### config.mk
export PLATFORM = sky130hd
export DESIGN_NAME = cube_map_face_and_uv
export DESIGN_NICKNAME = d
export VERILOG_FILES = /design/src/hdl/cmfuv_pkg.sv /design/src/hdl/cmfuv_front.sv /design/src/hdl/cmfuv_queue.sv /design/src/hdl/cmfuv_back.sv /design/src/hdl/cube_map_face_and_uv.sv
export SDC_FILE = /design/constraint.sdc
export NUM_CORES = 2
export LEC_CHECK = 0
export BUFFER_PORTS_ARGS = -buffer_cell sky130_fd_sc_hd__clkbuf_2
export CAP_MARGIN = 0
export CORE_UTILIZATION = 58
export DETAILED_ROUTE_END_ITERATION = 12
export MAX_ROUTING_LAYER = met4
export PLACE_DENSITY_LB_ADDON = 0.15
export SLEW_MARGIN = 15
export SYNTH_ARGS = -nofsm -noshare
export SYNTH_HDL_FRONTEND = slang
export SYNTH_HIERARCHICAL = 1
export SYNTH_SLANG_ARGS = --single-unit
### constraint.sdc
create_clock -name clk_i -period 41.4 [get_ports clk_i]
set_clock_uncertainty 0.1 [all_clocks]
set_input_delay 8.28 -clock clk_i [delete_from_list [all_inputs] [get_ports clk_i]]
set_output_delay 8.28 -clock clk_i [all_outputs]
set_load 0.005 [all_outputs]
### src/hdl/cmfuv_pkg.sv
// ----------------------------------------------------------------------------
// cmfuv_pkg: cube map face and uv shared types
// Widths, face codes and the transfer structs used across the block.
// ----------------------------------------------------------------------------
`default_nettype none

package cmfuv_pkg;

  localparam int unsigned COMPONENT_BITS = 16;
  localparam int unsigned UV_BITS        = 16;
  // sum m+M and divisor 2M both fit in COMPONENT_BITS+1 bits
  localparam int unsigned SUM_BITS       = COMPONENT_BITS + 1;
  // numerator UV_MAX*s + M
  localparam int unsigned NUM_BITS       = COMPONENT_BITS + UV_BITS + 1;
  localparam int unsigned QUEUE_DEPTH    = 2;

  localparam logic [UV_BITS-1:0] UV_HALF = {1'b1, {(UV_BITS-1){1'b0}}};

  typedef enum logic [2:0] {
    FACE_POS_X = 3'd0,
    FACE_NEG_X = 3'd1,
    FACE_POS_Y = 3'd2,
    FACE_NEG_Y = 3'd3,
    FACE_POS_Z = 3'd4,
    FACE_NEG_Z = 3'd5
  } face_e;

  typedef struct packed {
    logic signed [COMPONENT_BITS-1:0] dir_x;
    logic signed [COMPONENT_BITS-1:0] dir_y;
    logic signed [COMPONENT_BITS-1:0] dir_z;
  } dir_t;

  typedef struct packed {
    face_e              face;
    logic [UV_BITS-1:0] tex_u;
    logic [UV_BITS-1:0] tex_v;
    logic               zero_direction;
  } res_t;

  // classified item: face, major magnitude and both offset minors (m + M)
  typedef struct packed {
    face_e                     face;
    logic                      zero_direction;
    logic [COMPONENT_BITS-1:0] big;
    logic [SUM_BITS-1:0]       sum_u;
    logic [SUM_BITS-1:0]       sum_v;
  } cls_t;

  // queue head as seen by the back end
  typedef struct packed {
    logic vld;
    cls_t item;
  } qhead_t;

  // one divider lane: partial remainder, numerator bits / quotient bits
  typedef struct packed {
    logic [SUM_BITS-1:0] rem;
    logic [UV_BITS-1:0]  lq;
  } lane_t;

endpackage

`default_nettype wire

### src/hdl/cmfuv_front.sv
// ----------------------------------------------------------------------------
// cmfuv_front: direction classifier
// Picks the major axis and face, forms the minor components per face.
// ----------------------------------------------------------------------------
`default_nettype none

module cmfuv_front (
  input  logic            in_valid_i,
  input  cmfuv_pkg::dir_t in_data_i,
  output logic            push_o,
  output cmfuv_pkg::cls_t item_o
);

  localparam int unsigned CB = cmfuv_pkg::COMPONENT_BITS;
  localparam int unsigned SB = cmfuv_pkg::SUM_BITS;

  logic signed [CB+1:0] xe, ye, ze;
  logic signed [CB+1:0] nx, ny, nz;
  logic [CB-1:0]        ax, ay, az;
  logic [CB-1:0]        big;
  logic signed [CB+1:0] mu, mv;
  logic signed [CB+1:0] sum_u, sum_v;
  logic                 all_zero;
  cmfuv_pkg::face_e     face;

  assign xe = {{2{in_data_i.dir_x[CB-1]}}, in_data_i.dir_x};
  assign ye = {{2{in_data_i.dir_y[CB-1]}}, in_data_i.dir_y};
  assign ze = {{2{in_data_i.dir_z[CB-1]}}, in_data_i.dir_z};
  assign nx = -xe;
  assign ny = -ye;
  assign nz = -ze;

  // magnitude of the most negative value fits in CB unsigned bits
  assign ax = xe[CB+1] ? nx[CB-1:0] : xe[CB-1:0];
  assign ay = ye[CB+1] ? ny[CB-1:0] : ye[CB-1:0];
  assign az = ze[CB+1] ? nz[CB-1:0] : ze[CB-1:0];

  assign all_zero = (ax == '0) && (ay == '0) && (az == '0);

  always_comb begin
    if (all_zero) begin
      // m = 0, M = 1 lands exactly on one half rounded up
      face = cmfuv_pkg::FACE_POS_Z;
      big  = CB'(1);
      mu   = '0;
      mv   = '0;
    end else if (ax >= ay && ax >= az) begin
      big = ax;
      mv  = ny;
      if (!xe[CB+1]) begin
        face = cmfuv_pkg::FACE_POS_X;
        mu   = nz;
      end else begin
        face = cmfuv_pkg::FACE_NEG_X;
        mu   = ze;
      end
    end else if (ay >= az) begin
      big = ay;
      mu  = xe;
      if (!ye[CB+1]) begin
        face = cmfuv_pkg::FACE_POS_Y;
        mv   = ze;
      end else begin
        face = cmfuv_pkg::FACE_NEG_Y;
        mv   = nz;
      end
    end else begin
      big = az;
      mv  = ny;
      if (!ze[CB+1]) begin
        face = cmfuv_pkg::FACE_POS_Z;
        mu   = xe;
      end else begin
        face = cmfuv_pkg::FACE_NEG_Z;
        mu   = nx;
      end
    end
  end

  // |m| <= M, so m + M lies in [0, 2M]
  assign sum_u = mu + $signed({2'b00, big});
  assign sum_v = mv + $signed({2'b00, big});

  assign push_o                = in_valid_i;
  assign item_o.face           = face;
  assign item_o.zero_direction = all_zero;
  assign item_o.big            = big;
  assign item_o.sum_u          = sum_u[SB-1:0];
  assign item_o.sum_v          = sum_v[SB-1:0];

endmodule

`default_nettype wire

### src/hdl/cmfuv_queue.sv
// ----------------------------------------------------------------------------
// cmfuv_queue: front to back queue
// Small register queue so front and back stall independently.
// ----------------------------------------------------------------------------
`default_nettype none

module cmfuv_queue (
  input  logic              clk_i,
  input  logic              rst_ni,
  input  logic              push_i,
  input  cmfuv_pkg::cls_t   item_i,
  input  logic              pop_i,
  output logic              full_o,
  output cmfuv_pkg::qhead_t head_o
);

  localparam int unsigned DEPTH = cmfuv_pkg::QUEUE_DEPTH;
  localparam int unsigned PTR_W = (DEPTH > 1) ? $clog2(DEPTH) : 1;
  localparam int unsigned CNT_W = $clog2(DEPTH + 1);

  cmfuv_pkg::cls_t  mem_q [DEPTH];
  logic [PTR_W-1:0] wr_q, wr_d, rd_q, rd_d;
  logic [CNT_W-1:0] cnt_q, cnt_d;
  logic             do_push, do_pop;

  assign full_o  = (cnt_q == CNT_W'(DEPTH));
  assign do_push = push_i && !full_o;
  assign do_pop  = pop_i && (cnt_q != '0);

  always_comb begin
    wr_d  = wr_q;
    rd_d  = rd_q;
    cnt_d = cnt_q;
    if (do_push) begin
      wr_d = (wr_q == PTR_W'(DEPTH - 1)) ? '0 : wr_q + PTR_W'(1);
    end
    if (do_pop) begin
      rd_d = (rd_q == PTR_W'(DEPTH - 1)) ? '0 : rd_q + PTR_W'(1);
    end
    if (do_push && !do_pop) begin
      cnt_d = cnt_q + CNT_W'(1);
    end else if (do_pop && !do_push) begin
      cnt_d = cnt_q - CNT_W'(1);
    end
  end

  always_ff @(posedge clk_i or negedge rst_ni) begin
    if (!rst_ni) begin
      wr_q  <= '0;
      rd_q  <= '0;
      cnt_q <= '0;
    end else begin
      wr_q  <= wr_d;
      rd_q  <= rd_d;
      cnt_q <= cnt_d;
    end
  end

  always_ff @(posedge clk_i) begin
    if (do_push) begin
      mem_q[wr_q] <= item_i;
    end
  end

  assign head_o.vld  = (cnt_q != '0);
  assign head_o.item = mem_q[rd_q];

endmodule

`default_nettype wire

### src/hdl/cmfuv_back.sv
// ----------------------------------------------------------------------------
// cmfuv_back: uv divider pipeline
// Forms UV_MAX*s + M, then one restoring quotient bit per stage, two lanes.
// ----------------------------------------------------------------------------
`default_nettype none

module cmfuv_back (
  input  logic              clk_i,
  input  logic              rst_ni,
  input  cmfuv_pkg::qhead_t head_i,
  output logic              pop_o,
  output logic              out_valid_o,
  input  logic              out_stall_i,
  output cmfuv_pkg::res_t   out_data_o
);

  localparam int unsigned CB = cmfuv_pkg::COMPONENT_BITS;
  localparam int unsigned UB = cmfuv_pkg::UV_BITS;
  localparam int unsigned SB = cmfuv_pkg::SUM_BITS;
  localparam int unsigned NB = cmfuv_pkg::NUM_BITS;

  typedef struct packed {
    cmfuv_pkg::face_e face;
    logic             zero_direction;
    logic [SB-1:0]    div;
    cmfuv_pkg::lane_t u;
    cmfuv_pkg::lane_t v;
  } stg_t;

  // numerator = (s << UB) - s + M, split into remainder seed and low bits
  function automatic cmfuv_pkg::lane_t init_lane(input logic [SB-1:0] sum,
                                                 input logic [CB-1:0] big);
    logic [NB:0]      num;
    cmfuv_pkg::lane_t l;
    num   = {1'b0, sum, {UB{1'b0}}} - {{(UB+1){1'b0}}, sum}
          + {{(UB+2){1'b0}}, big};
    l.rem = num[NB-1:UB];
    l.lq  = num[UB-1:0];
    return l;
  endfunction

  function automatic cmfuv_pkg::lane_t step_lane(input cmfuv_pkg::lane_t l,
                                                 input logic [SB-1:0] div);
    logic [SB:0]      t;
    logic             qb;
    cmfuv_pkg::lane_t r;
    t  = {l.rem, l.lq[UB-1]};
    qb = 1'b0;
    if (t >= {1'b0, div}) begin
      t  = t - {1'b0, div};
      qb = 1'b1;
    end
    r.rem = t[SB-1:0];
    r.lq  = {l.lq[UB-2:0], qb};
    return r;
  endfunction

  stg_t        stg_q [UB+1];
  stg_t        stg_d [UB+1];
  logic [UB:0] vld_q;
  logic        adv;

  // whole pipe moves unless the last stage holds a stalled result
  assign adv   = !(vld_q[UB] && out_stall_i);
  assign pop_o = adv && head_i.vld;

  always_comb begin
    stg_d[0].face           = head_i.item.face;
    stg_d[0].zero_direction = head_i.item.zero_direction;
    stg_d[0].div            = {head_i.item.big, 1'b0};
    stg_d[0].u              = init_lane(head_i.item.sum_u, head_i.item.big);
    stg_d[0].v              = init_lane(head_i.item.sum_v, head_i.item.big);
    for (int k = 1; k <= UB; k++) begin
      stg_d[k].face           = stg_q[k-1].face;
      stg_d[k].zero_direction = stg_q[k-1].zero_direction;
      stg_d[k].div            = stg_q[k-1].div;
      stg_d[k].u              = step_lane(stg_q[k-1].u, stg_q[k-1].div);
      stg_d[k].v              = step_lane(stg_q[k-1].v, stg_q[k-1].div);
    end
  end

  always_ff @(posedge clk_i or negedge rst_ni) begin
    if (!rst_ni) begin
      vld_q <= '0;
    end else if (adv) begin
      vld_q <= {vld_q[UB-1:0], head_i.vld};
    end
  end

  always_ff @(posedge clk_i) begin
    if (adv) begin
      for (int k = 0; k <= UB; k++) begin
        stg_q[k] <= stg_d[k];
      end
    end
  end

  // quotient never exceeds UV_MAX since |m| <= M
  assign out_valid_o               = vld_q[UB];
  assign out_data_o.face           = stg_q[UB].face;
  assign out_data_o.tex_u          = stg_q[UB].u.lq;
  assign out_data_o.tex_v          = stg_q[UB].v.lq;
  assign out_data_o.zero_direction = stg_q[UB].zero_direction;

endmodule

`default_nettype wire

### src/hdl/cube_map_face_and_uv.sv
// ----------------------------------------------------------------------------
// cube_map_face_and_uv: cube map face selection with u/v coordinates
// Direction in, face index plus u/v fractions of UV_MAX out.
// ----------------------------------------------------------------------------
//
//  channel  dir  handshake              payload
//  -------  ---  ---------------------  ------------------------------------
//  in       in   in_valid_i/in_stall_o  in_data_i  (dir_x, dir_y, dir_z)
//  out      out  out_valid_o/out_stall_i out_data_o (face, tex_u, tex_v, zero)
//
//  One transfer per cycle sustained in both directions while out_stall_i is low.
//  A direction passes the queue write, the numerator stage, then one
//  divider stage per quotient bit; the last stage is the output register.
//  Reset clears the queue count/pointers and the pipeline valid bits only.
//  An output stall freezes the divider pipe; the 2-entry queue then fills
//  and in_stall_o rises.
// ----------------------------------------------------------------------------
`default_nettype none

module cube_map_face_and_uv (
  input  logic            clk_i,
  input  logic            rst_ni,
  input  logic            in_valid_i,
  output logic            in_stall_o,
  input  cmfuv_pkg::dir_t in_data_i,
  output logic            out_valid_o,
  input  logic            out_stall_i,
  output cmfuv_pkg::res_t out_data_o
);

  logic              push;
  logic              pop;
  logic              full;
  cmfuv_pkg::cls_t   cls_item;
  cmfuv_pkg::qhead_t qhead;

  // front: classify the direction combinationally into the queue
  cmfuv_front u_front (
    .in_valid_i (in_valid_i),
    .in_data_i  (in_data_i),
    .push_o     (push),
    .item_o     (cls_item)
  );

  // queue between classifier and divider; stall comes from a register
  cmfuv_queue u_queue (
    .clk_i  (clk_i),
    .rst_ni (rst_ni),
    .push_i (push),
    .item_i (cls_item),
    .pop_i  (pop),
    .full_o (full),
    .head_o (qhead)
  );

  assign in_stall_o = full;

  // back: pipelined u/v division
  cmfuv_back u_back (
    .clk_i       (clk_i),
    .rst_ni      (rst_ni),
    .head_i      (qhead),
    .pop_o       (pop),
    .out_valid_o (out_valid_o),
    .out_stall_i (out_stall_i),
    .out_data_o  (out_data_o)
  );

endmodule

`default_nettype wire

==> impl_metrics.csv <==
group,metric,value,unit
worst_setup_path,endpoint_kind,"register",
yosys,syn_area,84900,µm²
yosys,synth_top_family_by_area,"compound AO/OA/AOI/OAI gates",
global_route,track_usage,0.259,
yosys,ys.flop_type,"edfxtp_1",
worst_setup_path,cp.required,41.80,ns
sta,setup_viol_count_final,0,
die,dieArea,148000,µm²
sta,finalHoldViolations,0,
global_route,grt_pass1_vias,52200,
placement,dp_hpwl,140000,µm
global_route,antenna_found_initial,2,
global_route,gr-total-overflow,0,
detailed_routing,routedWlPerCell,20.6,µm
yosys,synth-async-reset-ratio,0.0136,
yosys,synth_cell_type_count,105,
global_route,grt_pass1_wl,291000,µm
clocking,clockBufferDepth,3,
clocking,htreeDepth,4,
worst_setup_path,critPathKind,"input pin to register",
worst_setup_path,reg2regPathDepth,6,
yosys,synth_cells,6952,
global_route,grt_max_degree,186,
worst_setup_path,r2r_setup_slack,35.72,ns
yosys,synth_compound_area_frac,0.124,
yosys,synthAdderAreaFrac,0.101,
sta,totalNegativeSetupSlack,0,ns
die,die_w,385,µm
clocking,cts_buffers,158,
sta,fin_ws,25.97,ns
clocking,path_clk_slew,0.06,ns
layout,final_layout_size_suffix_gt1_frac,0.109,
layout,area_delta_synth_final,8.87,%
die,io-pin-count,90,
detailed_routing,postRouteAntennaNets,0,
yosys,yosysWarnings,6,
detailed_routing,drc,0,
min_path,min_to,"u_back/stg_q[0][1041]",
worst_setup_path,start_kind,"input pin",
die,die_h,385,µm
layout,mostFrequentLayoutCells,"1520 x edfxtp_1, 629 x ha_1, 519 x inv_1",
worst_setup_path,rr_startpoint,"u_back/vld_q[16]",
layout,diodes,0,
die,start_util,0.584,
sta,fin_crit_sh,0.373,
sta,slew_violations,0,
detailed_routing,vias_per_cell,5.94,
clocking,cts_hold_buf,0,
detailed_routing,postRouteWirelength,187000,µm
yosys,synthXorXnorAreaFrac,0.0508,
die,row_count,140,
detailed_routing,drtIter0Drc,3921,
placement,port_buffers,89,
yosys,syn_nets,7667,
run_status,status,"complete, no violations",
worst_setup_path,r2r_end,"u_back/stg_q[0][696]",
min_path,hold_path_class,"register to register",
detailed_routing,via_count,54100,
placement,gp_congestion,0.942,
layout,final_common_cell,"edfxtp_1",
min_path,hold_depth,0,
min_path,min_from,"u_back/stg_q[0][954]",
sta,slew_headroom,0.210,
clocking,cts_tree,"built",
placement,post-place-ws,25.39,ns
yosys,synth_seq_cells,1541,
yosys,yosys.area_share.simple,0.0906,
yosys,synthMuxAreaShare,0.0552,
detailed_routing,first_pass_iters,6,
sta,min_period,15.43,ns
sta,max_freq,0.0648,GHz
clocking,clock_sinks,1541,
yosys,seq_area_frac_synth,0.544,
worst_setup_path,critPathMaxFanout,21,
clocking,cts_setup_buffers,0,
sta,rsz0062_at_grt,"no",
yosys,synth-edff-count,1520,
worst_setup_path,crit_arrival,15.83,ns
yosys,syn_avg_cell_area,12.2,µm²
die,fp.coreArea,146000,µm²
clocking,insertion_delay,0.79,ns
sta,tightestPinTransition,1.17,ns
layout,fin_nets,7772,
flow_run,maxCapViolCount,0,
clocking,cts_resized,0,
clocking,cts-root-buf,"clkbuf_16",
## flip-flops by register name, summed over array words and instances (netlist names)
name,flops
u_back/stg_q,1412
u_back/vld_q,17
u_queue/cnt_q,2
u_queue/mem_q,108
u_queue/wr_q,1
u_queue/rd_q,1
## cells by family after synthesis
group / count (synthesis)
simple gates: 1568
mux: 399
flops: 1541
compound gates: 1590
buf+inv: 697
xor+xnor: 493
fa+ha+maj: 664
## cells in the mapped netlist (all sizes together) (70+ instances only)
cell       n  area [µm²]
a211oi    74         561
a21o     156        1170
a21oi    362        1830
a31oi     70         444
buf       99         759
clkbuf    77         289
edfxtp  1520       45600
ha       629        7870
inv      520        1950
mux2     345        4150
nand2    453        1700
nand2b    96         601
nand3     87         435
nor2     382        1430
nor2b     82         513
nor3     128         641
o21a     103         773
o21ai    381        1930
xnor2    321        2810
xor2     172        1510
## cell type report
class                   count  area, µm²
clock buffers             195       4120
clock inverters            89       1160
fillers                 11000      53100
inverters                 521       1960
multi-input cells        4714      35900
flip-flops and latches   1541      46200
well taps                1917       2400
repair buffers            121        736
## worst max-delay path, cell delays in order
cell and delay [ns]:
clkbuf_2 0.15, inv_1 0.16, ha_1 0.31, nor4b_1 0.76, nand3_1 0.48, nand2_1 0.21, xor2_1 0.36, inv_1 0.09
ha_1 0.30, a21oi_1 0.16, nor2b_1 0.06, o21ai_0 0.15, nand2b_1 0.08, a21oi_1 0.44, nand3_1 0.77, or3_1 0.58
a311oi_1 0.38, ha_1 0.34, a21o_1 0.17, a21oi_1 0.32, o21a_1 0.16, nor3_1 0.07, nand4_1 0.13, a31oi_1 0.16
a311oi_1 0.40, o21ai_0 0.17, xnor2_1 0.18
## metal layers
layer,global-route usage,part of all wire,up-vias
li1,-,-,26300
met1,0.353,0.46,26200
met2,0.409,0.47,1345
met3,0.0376,0.051,293
met4,0.0651,0.022,0
met5,-,0,-
## worst max-delay path by stage
stage,start,endpoint,slack [ns],depth (start not counted)
after CTS,in_data_i[16],u_queue/mem_q[0][33],26.21,27
after detailed placement,in_data_i[16],u_queue/mem_q[1][33],25.39,27
after global placement,in_data_i[16],u_queue/mem_q[0][33],25.46,27
after global routing,in_data_i[16],u_queue/mem_q[1][16],25.54,28
after floorplan,out_stall_i,u_back/vld_q[10],12.79,3
final,in_data_i[16],u_queue/mem_q[1][33],25.97,27
## metrics by stage
stage | cells | hold WS (ns) | area [µm²] | util
floorplan | 6952 | 0.300 | 84900 | -
CTS | 9097 | 0.305 | 92400 | 0.635
finish | 9098 | 0.301 | 92500 | 0.635
global placement | 8813 | 0.300 | 87100 | 0.599
global route | 9098 | 0.303 | 92500 | 0.635
detailed placement | 8813 | 0.305 | 87100 | 0.599
Power is left out: the tool's default activity adds up to more than one toggle a clock period on the data nets, which glitch-free logic cannot reach.
